[config.mk]
export PLATFORM = sky130hd
export DESIGN_NAME = bfm_mean
export DESIGN_NICKNAME = d
export VERILOG_FILES = /design/src/rtl/assert_macros.svh /design/src/rtl/bfm_pkg.sv /design/src/rtl/bfm_mean.sv
export SDC_FILE = /design/constraint.sdc
export NUM_CORES = 1
export LEC_CHECK = 0
export BUFFER_PORTS_ARGS = -buffer_cell sky130_fd_sc_hd__buf_2
export CAP_MARGIN = 25
export CORE_MARGIN = 2
export CORE_UTILIZATION = 30
export DETAILED_ROUTE_END_ITERATION = 16
export GPL_ROUTABILITY_DRIVEN = 0
export PLACE_DENSITY = 0.5
export SLEW_MARGIN = 0
export SYNTH_ARGS = -nofsm -noshare
export SYNTH_HDL_FRONTEND = slang
export SYNTH_SLANG_ARGS = --single-unit
export TNS_END_PERCENT = 20
[constraint.sdc]
create_clock -name clk -period 5.55 [get_ports clk]
set_input_delay 1.665 -clock clk [delete_from_list [all_inputs] [get_ports clk]]
set_output_delay 1.665 -clock clk [all_outputs]
set_load 0.05 [all_outputs]
[src/rtl/assert_macros.svh]
// Assertion macros shared by the box filter RTL.
`ifndef ASSERT_MACROS_SVH
`define ASSERT_MACROS_SVH

`ifndef SYNTH

// Check a property on every clock edge outside reset.
`define BFM_ASSERT(lbl, prop, msg) \
  lbl: assert property (@(posedge clk) disable iff (!rst_n) prop) else $error(msg);

// Check a property on every clock edge, reset included.
`define BFM_ASSERT_ALWAYS(lbl, prop, msg) \
  lbl: assert property (@(posedge clk) prop) else $error(msg);

`else

`define BFM_ASSERT(lbl, prop, msg)
`define BFM_ASSERT_ALWAYS(lbl, prop, msg)

`endif

`endif

[src/rtl/bfm_pkg.sv]
// Shared constants, types and helpers for the 3x3 box filter.
package bfm_pkg;

  localparam int unsigned MAX_WIDTH_DEF  = 1024;
  localparam int unsigned MAX_HEIGHT_DEF = 1024;

  localparam int unsigned PIX_W   = 8;
  localparam int unsigned CFG_W   = 11;
  localparam int unsigned COORD_W = 10;
  localparam int unsigned SUM_W   = 12;
  localparam int unsigned CMP_W   = 13;
  localparam int unsigned DIM_MIN = 3;

  // floor(x / 9) == (x * 3641) >> 15 for every x below 2^15 / 1
  localparam int unsigned   RECIP_SHIFT = 15;
  localparam logic [SUM_W-1:0] RECIP_NINE = 12'd3641;
  localparam logic [SUM_W-1:0] ROUND_BIAS = 12'd4;

  typedef enum logic {
    REG_WIDTH  = 1'b0,
    REG_HEIGHT = 1'b1
  } reg_idx_t;

  typedef struct packed {
    logic [SUM_W-1:0]   sum;
    logic [COORD_W-1:0] row;
    logic [COORD_W-1:0] col;
    logic               last;
  } bfm_res_t;

  function automatic logic [CFG_W-1:0] clamp_dim(input logic [CFG_W-1:0] v,
                                                 input int unsigned maxv);
    logic [CFG_W-1:0] res;
    if (CMP_W'(v) < CMP_W'(DIM_MIN)) begin
      res = CFG_W'(DIM_MIN);
    end else if (CMP_W'(v) > CMP_W'(maxv)) begin
      res = CFG_W'(maxv);
    end else begin
      res = v;
    end
    return res;
  endfunction

endpackage

[src/rtl/bfm_mean.sv]
// Sum register, divide-by-nine with rounding, and result register.
module bfm_mean import bfm_pkg::*; (
  input  logic               clk,
  input  logic               rst_n,
  input  logic               res_valid,
  output logic               res_ready,
  input  bfm_res_t           res,
  output logic               out_valid,
  input  logic               out_ready,
  output logic [PIX_W-1:0]   out_mean_value,
  output logic [COORD_W-1:0] out_row,
  output logic [COORD_W-1:0] out_col,
  output logic               out_frame_last
);

  localparam int unsigned PROD_W = 2 * SUM_W;

  logic             s2_valid_r, s2_valid_nxt;
  bfm_res_t         s2_r;
  logic             out_valid_r, out_valid_nxt;
  logic [PIX_W-1:0] mean_r;
  logic [COORD_W-1:0] row_r;
  logic [COORD_W-1:0] col_r;
  logic             last_r;

  logic              out_free;
  logic              s2_free;
  logic [SUM_W-1:0]  biased;
  logic [PROD_W-1:0] prod;

  assign out_free  = !out_valid_r || out_ready;
  assign s2_free   = !s2_valid_r || out_free;
  assign res_ready = s2_free;

  // (sum + 4) / 9 by reciprocal multiply
  assign biased = s2_r.sum + ROUND_BIAS;
  assign prod   = PROD_W'(biased) * PROD_W'(RECIP_NINE);

  always_comb begin
    s2_valid_nxt  = s2_valid_r;
    out_valid_nxt = out_valid_r;
    if (s2_free) begin
      s2_valid_nxt = res_valid;
    end
    if (out_free) begin
      out_valid_nxt = s2_valid_r;
    end
  end

  always_ff @(posedge clk) begin
    if (!rst_n) begin
      s2_valid_r  <= 1'b0;
      out_valid_r <= 1'b0;
    end else begin
      s2_valid_r  <= s2_valid_nxt;
      out_valid_r <= out_valid_nxt;
    end
  end

  always_ff @(posedge clk) begin
    if (s2_free && res_valid) begin
      s2_r <= res;
    end
    if (out_free && s2_valid_r) begin
      mean_r <= prod[RECIP_SHIFT +: PIX_W];
      row_r  <= s2_r.row;
      col_r  <= s2_r.col;
      last_r <= s2_r.last;
    end
  end

  assign out_valid      = out_valid_r;
  assign out_mean_value = mean_r;
  assign out_row        = row_r;
  assign out_col        = col_r;
  assign out_frame_last = last_r;

endmodule

==> flow_summary.ini <==
[outcome]
status = finished, final reports clean

[timing]
slew_headroom_pct = 72.1
max_freq_mhz = 193
slew_violations = 0
fin_setup_tns_ns = 0
finalSetupViolations = 0
fin_crit_ns = 5.19
grt_setup_unrepaired = false
period_share_pct = 93.5
hold_viol = 0
tightest_slew_ns = 0.417
finClkSkew_ns = 0.00771

[worst_setup_path]
worst_ep_required_time_ns = 5.63
critPathCaptureType = flop
crit_type = reg -> reg
worstPathCellList = and4_1 > and2_1 > nand3_1 > xor2_2 > inv_1 > ha_1 > ha_1 > inv_1 > fa_1 > inv_1 > fa_1 > inv_1 > fa_1 > inv_1 > ha_1 > nand3_1 > a21oi_1 > a211oi_2 > buf_4 > o21ai_0 > a31oi_1 > xnor2_1
critical_path.most_common_cell = inv_1
slowest_delay_ns = 0.52
cp_data_arrival_time_ns = 5.27
start_kind = flop
critPathMaxFanout = 6
critPathBufInv = 6
critPathTopFamily = adder cells
cp_slowest_cell = fa_1

[synth]
synth_top_area_share_pct = 45.1
synth-async-reset-ratio_pct = 0
synth_common_cells = ha_1 (71), inv_1 (63), edfxtp_1 (62)
avgSynthCellArea_um2 = 13.0
yosys_warnings = 0
synth_seq_area_share_pct = 46.1
synth.most_common_cell = ha_1
synthTopCellsByArea = edfxtp_1 (45%), ha_1 (22%), fa_1 (9.7%)
syn_area_mm2 = 0.00412
synth.distinct_cells = 30
synth_edf_count = 62
synth_fp_nets = 445
netlist_instances = 317
synth-seq-cells = 64
ys_dominant_reg_cell = edfxtp_1
yosysTopAreaCell = edfxtp_1

[clock_tree]
clk_pin_slew_ns = 0.06
ctsHtreeMaxLevel = 3
cts_buffers = 9
cts-root-buf = clkbuf_16
clock_latency_ns = 0.33
clockBufferDepth = 2
cts_tree = built
hold_buffers = 0
clock-sinks = 64

[grt]
grtUsageTotal_pct = 11.2
grt_pass1_wl_um = 12500
grt_max_degree = 30
grt_antenna_before_repair = 0
grt_use_met2_pct = 18.6
grt_util_met1_pct = 13.1
grt_overflow = 0
use_met3_pct = 3.95
grt_busiest_layer = met2
grt_pass1_vias = 2682

[drt]
finalWirelength_um = 7790
vias = 2494
drcViolationCount = 0
drtIter0Drc = 70
ant_nets = 0
drtPass1Iterations = 4
via_per_inst = 4.26
wl_per_cell_um = 13.3

[die]
die_width_um = 121
start_util_pct = 30.9
io-pin-count = 68
die_area_mm2 = 0.0147
core_area_mm2 = 0.0133
fp.dieH_um = 121
core.rowCount = 42

[finish]
regArea_mm2 = 0.00190
final_net_count = 533
num_antenna_cells = 0
final_cell_area_mm2 = 0.00511
drive_gt1_share_pct = 23.9
multi_input_area_mm2 = 0.00200
syn_to_final_growth_pct = 23.9
nFillCells = 1307

[job]
cap_violations = 0

[placed_design]
hpwl_um = 6400
placed_area_mm2 = 0.00473
port_buffers = 67

[power_and_ir_drop]
cellLeakagePower_nw = 2.39
p_per_area_mw_per_mm2 = 543
vdd_drop_max_v = 0.000243

[worst_hold_path]
hold_class = reg -> reg
worst paths after layout:
kind | startpoint | end | slack [ns] | cells after the start
setup / recovery | s2_r[25] | out_mean_value[7] | 0.36 | 22
hold / removal | s2_r[0] | out_frame_last | 0.42 | 0
setup reg to reg | s2_r[25] | out_mean_value[7] | 0.36 | 22
hold reg to reg | s2_r[0] | out_frame_last | 0.42 | 0
cells in the final DEF, fill, tap and decap left out:
cell type,count
a211oi_2,1
a21o_1,7
a21oi_1,9
a31oi_1,1
a41oi_1,1
and2_1,3
and4_1,1
buf_2,67
buf_4,10
bufinv_16,3
clkbuf_16,9
clkinv_2,1
clkinvlp_4,2
dfxtp_1,2
edfxtp_1,62
fa_1,20
ha_1,71
inv_1,63
inv_6,1
maj3_1,1
nand2_1,8
nand2b_1,2
nand3_1,10
nand4_1,2
nor2_1,3
nor2b_1,2
nor2b_2,1
o211a_1,1
o21a_1,2
o21ai_0,4
o21ai_1,1
o21bai_1,4
o221ai_1,1
o22ai_1,1
xnor2_1,17
xnor2_2,1
xor2_1,13
xor2_2,2
cell families after synthesis:
kind of cell               Yosys count  synth area share [%]
DFF                                 64                  46.1
AOI/OAI and AO/OA                   33                  5.34
and+or+nand+nor                     32                  3.94
xor gates and xnor gates            33                  7.37
adders and majority gates           92                  31.5
buffers and inverters               63                  5.73
final cells by class:
cell class / instances / area share, %
Clock buffer: 9 / 4.41
Timing Repair Buffer: 77 / 8.03
Multi-Input combinational cell: 190 / 39.1
Inverter: 63 / 4.63
Sequential cell: 64 / 37.2
Tap cell: 176 / 4.31
Clock inverter: 7 / 2.33
flip-flops by register name (all words and copies together) (netlist names):
| register | cells |
|---|---|
| out_col | 10 |
| out_frame_last | 1 |
| out_mean_value | 8 |
| out_row | 10 |
| out_valid | 1 |
| s2_r | 33 |
| s2_valid_r | 1 |
what timing repair did:
action | in CTS | in global routing
hold endpoints to repair | 0 | 0
setup endpoints to repair | 0 | 3
gates resized for setup | 0 | 1
setup buffers | 0 | 4
routing by layer:
metal | up-vias | share of wire, % | wire length [um]
met2 | 58 | 48 | 3750
li1 | 1261 | - | -
met4 | 0 | 1.5 | 119
met1 | 1165 | 44 | 3390
met3 | 10 | 6.8 | 528
met5 | - | 0 | 0
worst register-to-register path, delay by kind of cell (launching register included):
family,cells,cell delay (ns)
flip-flops,1,0.48
AO/OA/AOI/OAI,4,0.63
buffers and inverters,6,0.43
XOR/XNOR,2,0.30
AND/OR/NAND/NOR,4,0.66
adder cells (fa/ha/maj),6,2.44
report_power, final:
group	total [mW]	internal, mW	switching (mW)
Clock	0.644	0.439	0.206
Sequential	0.654	0.637	0.0163
Combinational	1.47	0.605	0.870
per-stage QoR:
step | util [%] | setup WS (ns) | power (mW) | hold WS [ns] | instances
detailed placement | 35.4 | 0.223 | 2.11 | 0.405 | 566
global route | 38.3 | 0.0288 | 3.02 | 0.423 | 586
CTS | 38.0 | 0.210 | 2.79 | 0.417 | 582
global placement | 35.4 | 0.334 | 2.10 | 0.401 | 566
floorplan | - | 0.542 | 1.78 | 0.400 | 317
finish | 38.3 | 0.363 | 2.77 | 0.415 | 586
(Power assumes the default switching activity.)
