[src/rtl/assert_macros.svh]
// Assertion macros shared by the box filter RTL.
`ifndef ASSERT_MACROS_SVH
`define ASSERT_MACROS_SVH

`ifndef SYNTH

// Check a property on every clock edge outside reset.
`define BFM_ASSERT(lbl, prop, msg) \
  lbl: assert property (@(posedge clk) disable iff (!rst_n) prop) else $error(msg);

// Check a property on every clock edge, reset included.
`define BFM_ASSERT_ALWAYS(lbl, prop, msg) \
  lbl: assert property (@(posedge clk) prop) else $error(msg);

`else

`define BFM_ASSERT(lbl, prop, msg)
`define BFM_ASSERT_ALWAYS(lbl, prop, msg)

`endif

`endif

[src/rtl/bfm_pkg.sv]
// Shared constants, types and helpers for the 3x3 box filter.
package bfm_pkg;

  localparam int unsigned MAX_WIDTH_DEF  = 1024;
  localparam int unsigned MAX_HEIGHT_DEF = 1024;

  localparam int unsigned PIX_W   = 8;
  localparam int unsigned CFG_W   = 11;
  localparam int unsigned COORD_W = 10;
  localparam int unsigned SUM_W   = 12;
  localparam int unsigned CMP_W   = 13;
  localparam int unsigned DIM_MIN = 3;

  // floor(x / 9) == (x * 3641) >> 15 for every x below 2^15 / 1
  localparam int unsigned   RECIP_SHIFT = 15;
  localparam logic [SUM_W-1:0] RECIP_NINE = 12'd3641;
  localparam logic [SUM_W-1:0] ROUND_BIAS = 12'd4;

  typedef enum logic {
    REG_WIDTH  = 1'b0,
    REG_HEIGHT = 1'b1
  } reg_idx_t;

  typedef struct packed {
    logic [SUM_W-1:0]   sum;
    logic [COORD_W-1:0] row;
    logic [COORD_W-1:0] col;
    logic               last;
  } bfm_res_t;

  function automatic logic [CFG_W-1:0] clamp_dim(input logic [CFG_W-1:0] v,
                                                 input int unsigned maxv);
    logic [CFG_W-1:0] res;
    if (CMP_W'(v) < CMP_W'(DIM_MIN)) begin
      res = CFG_W'(DIM_MIN);
    end else if (CMP_W'(v) > CMP_W'(maxv)) begin
      res = CFG_W'(maxv);
    end else begin
      res = v;
    end
    return res;
  endfunction

endpackage

[src/rtl/bfm_cfg.sv]
// APB-style register file for image width and height.
module bfm_cfg import bfm_pkg::*; #(
  parameter int unsigned MAX_WIDTH  = MAX_WIDTH_DEF,
  parameter int unsigned MAX_HEIGHT = MAX_HEIGHT_DEF
) (
  input  logic             clk,
  input  logic             rst_n,
  input  logic             psel,
  input  logic             penable,
  input  logic             pwrite,
  input  logic [2:0]       paddr,
  input  logic [31:0]      pwdata,
  output logic [31:0]      prdata,
  output logic [CFG_W-1:0] img_width,
  output logic [CFG_W-1:0] img_height,
  output logic             restart
);

  logic [CFG_W-1:0] width_r, width_nxt;
  logic [CFG_W-1:0] height_r, height_nxt;
  logic             wr_en;
  reg_idx_t         reg_idx;

  assign wr_en   = psel && penable && pwrite;
  assign reg_idx = reg_idx_t'(paddr[2]);

  always_comb begin
    width_nxt  = width_r;
    height_nxt = height_r;
    if (wr_en) begin
      case (reg_idx)
        REG_WIDTH:  width_nxt  = clamp_dim(pwdata[CFG_W-1:0], MAX_WIDTH);
        REG_HEIGHT: height_nxt = clamp_dim(pwdata[CFG_W-1:0], MAX_HEIGHT);
        default:    ;
      endcase
    end
  end

  always_ff @(posedge clk) begin
    if (!rst_n) begin
      width_r  <= clamp_dim(CFG_W'(MAX_WIDTH_DEF), MAX_WIDTH);
      height_r <= clamp_dim(CFG_W'(MAX_HEIGHT_DEF), MAX_HEIGHT);
    end else begin
      width_r  <= width_nxt;
      height_r <= height_nxt;
    end
  end

  always_comb begin
    case (reg_idx)
      REG_WIDTH:  prdata = 32'(width_r);
      REG_HEIGHT: prdata = 32'(height_r);
      default:    prdata = '0;
    endcase
  end

  // Any write restarts the frame
  assign restart    = wr_en;
  assign img_width  = width_r;
  assign img_height = height_r;

endmodule

[config.mk]
export PLATFORM = sky130hd
export DESIGN_NAME = bfm_cfg
export DESIGN_NICKNAME = d
export VERILOG_FILES = /design/src/rtl/assert_macros.svh /design/src/rtl/bfm_pkg.sv /design/src/rtl/bfm_cfg.sv
export SDC_FILE = /design/constraint.sdc
export NUM_CORES = 1
export LEC_CHECK = 0
export BUFFER_PORTS_ARGS = -buffer_cell sky130_fd_sc_hd__buf_2
export CORE_ASPECT_RATIO = 0.6
export CORE_MARGIN = 1
export CORE_UTILIZATION = 39
export CTS_CLUSTER_DIAMETER = 50
export DETAILED_ROUTE_END_ITERATION = 12
export MAX_ROUTING_LAYER = met4
export PLACE_DENSITY_LB_ADDON = 0.08
export SYNTH_ARGS = -nofsm -noshare
export SYNTH_HDL_FRONTEND = slang
export SYNTH_SLANG_ARGS = --single-unit
[constraint.sdc]
create_clock -name clk -period 1.13 [get_ports clk]
set_input_delay 0.226 -clock clk [delete_from_list [all_inputs] [get_ports clk]]
set_output_delay 0.226 -clock clk [all_outputs]
set_load 0.02 [all_outputs]
==> results of run 1 <==
-- power by group through the flow --
stage               Sequential (mW)  Combinational [mW]  Clock, mW
CTS                           0.793               0.276      0.503
floorplan                     0.825               0.207          0
global route                  0.795               0.304      0.527
global placement              0.811               0.248          0
finish                        0.794               0.281      0.486
detailed placement            0.812               0.248          0
-- cell families (layout without fill, tap and decap cells) --
group           after synthesis  in the layout  share of synthesized area
mux                          11             11                      0.103
other cells                   1             21                    0.00312
compound gates               22             22                      0.125
flops                        22             22                      0.367
simple gates                 60             60                      0.242
buf+inv                      29             79                      0.160
-- area by class of cell --
cell class,instances,area [µm²],share of cell area
Clock buffer,3,41.3,0.0236
Sequential cell,22,468,0.267
Multi-Input combinational cell,114,673,0.384
Tap cell,42,52.6,0.0300
Timing Repair Buffer,76,517,0.295
-- per-layer routing --
layer  vias to the layer above  track usage  routed length, µm
li1                        587            -                  -
met5                         -            -                  0
met3                         2       0.0558                157
met4                         0       0.0423                  8
met2                        37        0.347               1510
met1                       567        0.235               1490
-- synthesized netlist by cell type --
| library cell | n |
|---|---|
| mux2_2 | 11 |
| and4b_1 | 1 |
| nor2b_1 | 8 |
| nor4_1 | 2 |
| a21oi_1 | 2 |
| or3b_1 | 1 |
| clkbuf_1 | 4 |
| nand4b_1 | 1 |
| nand3_1 | 6 |
| a21boi_1 | 16 |
| o21ai_1 | 4 |
| nand2_1 | 36 |
| and3_2 | 1 |
| and4_1 | 1 |
| dfxtp_1 | 22 |
| or3_1 | 1 |
| buf_4 | 21 |
| buf_2 | 4 |
| conb_1 | 1 |
| nand4_1 | 2 |
-- worst max path at each step --
| stage | slack [ns] | cells after the start | end |
|---|---|---|---|
| final | -0.09 | 2 | prdata[7] |
| after global routing | -0.11 | 2 | prdata[7] |
| after CTS | -0.1 | 2 | prdata[7] |
| after detailed placement | -0.19 | 3 | prdata[7] |
| after global placement | -0.17 | 3 | prdata[1] |
| after floorplan | 0.09 | 2 | prdata[0] |
-- state kept, by name (all words and copies together), names as in the netlist --
register and flops:
img_height 11, img_width 11
-- repair_timing --
item | CTS | global route
hold buffers | 0 | 0
setup endpoints to repair | 11 | 11
resized for setup | 48 | 5
buffers inserted | 18 | 0
-- worst max-delay path: stages, from the launching register on --
cell and delay, ns:
dfxtp_2 0.33, mux2_4 0.27, buf_6 0.13
-- metrics by stage --
stage / utilization / power, mW
after global placement: 0.500 / 1.06
after floorplan: - / 1.03
after detailed placement: 0.500 / 1.06
after global routing: 0.606 / 1.63
after CTS: 0.600 / 1.57
final: 0.606 / 1.56
==> run summary, run 1 <==
=======================================================================================
Net total in the final layout                                                       257
Top cell type's share of synthesized area                                         0.367
Post-synth top area cell                                                        dfxtp_1
DP Cell Count                                                                       236
Number of pins with negative max-slew slack in the final report                       0
Maximum operating frequency                                                   0.822 GHz
RR Startpoint                                                              img_height[8]
Clk root buf                                                                   clkbuf_8
Post-Syn Instances                                                                  145
Critical Path AT                                                                0.99 ns
Number of ports placed on the die boundary                                           95
Layout area overhead                                                              45.8%
Largest cells by area after synthesis                                      dfxtp_1 37%, buf_4 13%, nand2_1 11%
Outcome                                                                    complete, but fails checks
Overall overflow remaining after global route                                         0
Pin count of the biggest net entering global routing                                 23
Reg-to-reg slack, setup                                                         0.39 ns
Pwr dens                                                                     891 mW/mm²
Combinational share of power                                                      0.180
First-pass iteration count of the detailed router                                     4
Proportion of power drawn by flip-flops and latches                               0.508
Startpoint of the most critical hold path                                     pwdata[0]
Fraction of final layout cells sized beyond drive strength 1                      0.526
Final worst-path cycle share                                                       1.08
Accumulated negative setup slack                                              -0.868 ns
Number of antenna violations at the first check in global routing                     0
Routed Wire Length                                                              3.17 mm
Die boundary width                                                              73.6 µm
Avg Synthesized Cell Area                                                      8.28 µm²
Data required time of the worst path                                            0.90 ns
Sw frac                                                                           0.278
Post-synthesis register bit count                                                    22
Hold crit path type                                                        input pin to register
Place WS                                                                      -0.193 ns
Placer's final routability congestion estimate                                    0.759
Synthesized cell area                                                       0.00120 mm²
CORE AREA                                                                   0.00289 mm²
Die Footprint                                                               0.00331 mm²
Clock group share of total power                                                  0.311
Internal Power                                                                  1.13 mW
Logic depth of the worst register-to-register path                                    3
Via density                                                                        4.64
Number of global-route vias before repair                                          1032
Hold Slack                                                                     0.217 ns
Sort of element at the end of the critical path                            primary output
Global-route wire length before repair                                          4.69 mm
Final ANT Viol Nets                                                                   0
Most common cell after layout, fill and taps aside                                buf_2
Wire length per cell after detailed routing                                     12.3 µm
Violations in the final reports                                            negative setup slack
Via total after detailed routing                                                   1193
Area post-placement                                                         0.00145 mm²
Cells on Worst Hold Path                                                              3
Starting density of the core                                                      0.416
CTS tree                                                                           done
Crit path kind                                                             register to primary output
Worst clock skew                                                                   0 ns
Launching instance or port of the critical path                            img_width[7]
Number of port buffers                                                               50
Total setup violations reported at the end of the flow                               11
HPWL after detailed placement                                                   2.09 mm
Clock sink count                                                                     22
Critical register-to-register path endpoint                                img_height[8]
Number of warnings printed during yosys synthesis                                     0
Standby leakage power                                                          0.863 nW
Slack of the critical path                                                   -0.0868 ns
Count of different cell masters after synthesis                                      20
Number of failing hold endpoints at the final stage                                   0
Total non-filler cell area in the finished layout                           0.00175 mm²
Minimum period implied by the final worst setup slack                           1.22 ns
Max H-tree Level                                                                      1
Most frequent cells in the layout                                          38 x buf_2, 36 x nand2_1, 27 x buf_4
Filler cell count in the final layout                                               290
Unrepaired setup endpoints after global routing                                     yes
Longest Clk Path Bufs                                                                 2
Maximum fanout count along the critical path                                          2
FP Rows                                                                              15
Maximum VDD drop                                                               0.568 mV
Number of remaining DRC errors                                                        0
Number of violations reported at the end of detailed-routing iteration 0             45
Die height                                                                      45.0 µm
Portion of the post-synthesis area used by sequential elements                    0.367
Overall global routing resource usage                                             0.200
Worst hold endpoint                                                        img_width[0]
MaxCap Viol Count                                                                     0
Final standard cell count with taps included and fillers excluded                   257
Setup crit start kind                                                          register
CTS Buf Count                                                                         3
Clock slew at reported path FFs                                                 0.08 ns
Diode count                                                                           0
Later-pin clock latency in the skew report                                      0.26 ns
Power spent charging and discharging nets                                        434 µW
=======================================================================================
Power figures use the tool's default switching activity.
==> run 2: changes to the inputs <==
--- a/config.mk
+++ b/config.mk
@@ -7,7 +7,7 @@
 export LEC_CHECK = 0
 export BUFFER_PORTS_ARGS = -buffer_cell sky130_fd_sc_hd__buf_2
 export CORE_ASPECT_RATIO = 0.6
-export CORE_MARGIN = 1
+export CORE_MARGIN = 3
 export CORE_UTILIZATION = 39
 export CTS_CLUSTER_DIAMETER = 50
 export DETAILED_ROUTE_END_ITERATION = 12
==> run summary, run 2 (synthesized netlist as in run 1, its figures left out) <==
=======================================================================================
CTS Buf Count                                                                         3   unchanged
Standby leakage power                                                          0.878 nW   +1.7%
Clock sink count                                                                     22   unchanged
Fraction of final layout cells sized beyond drive strength 1                      0.523   -0.00243
MaxCap Viol Count                                                                     0   unchanged
Worst hold endpoint                                                        img_width[0]
Most common cell after layout, fill and taps aside                              nand2_1
Worst clock skew                                                                   0 ns   unchanged
RR Startpoint                                                              img_width[6]
Number of remaining DRC errors                                                        0   unchanged
Unrepaired setup endpoints after global routing                                     yes
Routed Wire Length                                                              3.49 mm   +10%
Number of failing hold endpoints at the final stage                                   0   unchanged
Final worst-path cycle share                                                       1.09   +0.0151
Overall overflow remaining after global route                                         0   unchanged
Number of violations reported at the end of detailed-routing iteration 0             55   +22%
Violations in the final reports                                            negative setup slack
Clk root buf                                                                   clkbuf_8
Starting density of the core                                                      0.442   +0.0268
Critical register-to-register path endpoint                                img_width[6]
Layout area overhead                                                              49.3%
Diode count                                                                           0   unchanged
Routed length on met1                                                           1.47 mm   -1.5%
Via total after detailed routing                                                   1177   -1.3%
Hold crit path type                                                        input pin to register
Startpoint of the most critical hold path                                     pwdata[0]
Maximum fanout count along the critical path                                          2   unchanged
Sort of element at the end of the critical path                            primary output
Slack of the critical path                                                    -0.104 ns   -0.0170 ns
Die Footprint                                                               0.00380 mm²   +15%
Most frequent cells in the layout                                          36 x nand2_1, 33 x buf_2, 30 x buf_4
Number of ports placed on the die boundary                                           95   unchanged
FP Rows                                                                              14   -1
Crit path kind                                                             register to primary output
Critical-path top delay cell                                                    dfxtp_2
Net total in the final layout                                                       257   unchanged
Logic depth of the worst register-to-register path                                    3   unchanged
Sequence of cells on the critical path                                     mux2_4 -> buf_6
Pin count of the biggest net entering global routing                                 23   unchanged
Place WS                                                                      -0.182 ns   +0.0105 ns
Total non-filler cell area in the finished layout                           0.00179 mm²   +2.4%
Highest metal layer with signal wires                                              met4
Delay of the slowest cell on the worst path                                     0.33 ns   about the same
Via density                                                                        4.60   -0.96%
Minimum period implied by the final worst setup slack                           1.23 ns   +0.0170 ns
CORE AREA                                                                   0.00272 mm²   -6.1%
Total power draw                                                                1.65 mW   +5.9%
Data required time of the worst path                                            0.90 ns   about the same
Critical Path AT                                                                1.01 ns   +0.02 ns
Clock slew at reported path FFs                                                 0.08 ns   about the same
Wire length per cell after detailed routing                                     13.6 µm   +11%
Accumulated negative setup slack                                              -0.978 ns   -0.109 ns
First-pass iteration count of the detailed router                                     4   unchanged
Filler cell count in the final layout                                               246   -15%
Die boundary width                                                              77.6 µm   +5.4%
Area post-placement                                                         0.00144 mm²   -0.69%
Global-route wire length before repair                                          5.59 mm   +19%
Number of global-route vias before repair                                          1123   +8.8%
Outcome                                                                    complete, but fails checks
Overall global routing resource usage                                             0.193   -0.00700
Pwr dens                                                                     922 mW/mm²   +3.5%
Maximum VDD drop                                                               0.402 mV   -29%
Die height                                                                      49.0 µm   +8.9%
Final ANT Viol Nets                                                                   0   unchanged
Number of pins with negative max-slew slack in the final report                       0   unchanged
Max H-tree Level                                                                      1   unchanged
CTS tree                                                                           done
Reg-to-reg slack, setup                                                         0.41 ns   +0.02 ns
Maximum operating frequency                                                   0.811 GHz   -1.4%
Later-pin clock latency in the skew report                                      0.27 ns   about the same
Metal3 WL                                                                        366 µm   +130%
Placer's final routability congestion estimate                                    0.787   +3.8%
Number of port buffers                                                               50   unchanged
Total setup violations reported at the end of the flow                               11   unchanged
Met2 wire length                                                                1.63 mm   +7.5%
HPWL after detailed placement                                                   2.30 mm   +10%
Number of antenna violations at the first check in global routing                     0   unchanged
Cells on Worst Hold Path                                                              3   unchanged
Setup crit start kind                                                          register
Longest Clk Path Bufs                                                                 2   unchanged
=======================================================================================
[run 2: changes by cell type in the layout (fill, tap and decap cells not counted), sizes merged]
cell and change:
clkbuf +1
[run 2: final cells by class]
cell class,count,area [µm²],share of cell area
well taps,40,50.0,0.0279
multi-input cells,114,684,0.382
clock buffers,4,55.1,0.0307
flip-flops and latches,22,467,0.260
repair buffers,76,537,0.299
[run 2: what timing repair did]
action | 4_1_cts | 5_1_grt
gates resized for setup | 55 | 7
cloned | 0 | 0
setup buffers | 19 | 0
endpoints found under the setup margin | 11 | 16
hold endpoints to repair | 0 | 0
hold buffers | 0 | 0
[run 2: worst max-delay path: cells and delay by family (launching register included)]
family / cells / cell delay, ns
flops: 1 / 0.33
mux: 1 / 0.28
buf+inv: 1 / 0.13
[run 2: report_power, final]
part	switching, mW	leakage, nW	internal [mW]
Sequential	0.00683	0.186	0.787
Combinational	0.182	0.663	0.105
Clock	0.262	0.0288	0.311
Total	0.450	0.878	1.20
[run 2: worst max path at each step]
stage | start | end
final | img_width[9] | prdata[9]
after global placement | paddr[2] | prdata[9]
after global routing | img_width[0] | prdata[0]
after detailed placement | paddr[2] | prdata[6]
after CTS | img_width[6] | prdata[6]
after floorplan | paddr[2] | prdata[0]
[run 2: metrics by stage]
stage / util / hold slack (ns) / cells
final: 0.660 / 0.214 / 256
after detailed placement: 0.529 / 0.458 / 233
after global routing: 0.660 / 0.219 / 256
after floorplan: - / 0.379 / 165
after CTS: 0.653 / 0.213 / 256
after global placement: 0.529 / 0.451 / 233
[run 2: layer usage]
metal,GRT usage,vias to the layer above
met5,-,-
met2,0.301,61
met3,0.0609,4
met1,0.239,525
met4,0.0562,0
li1,-,587
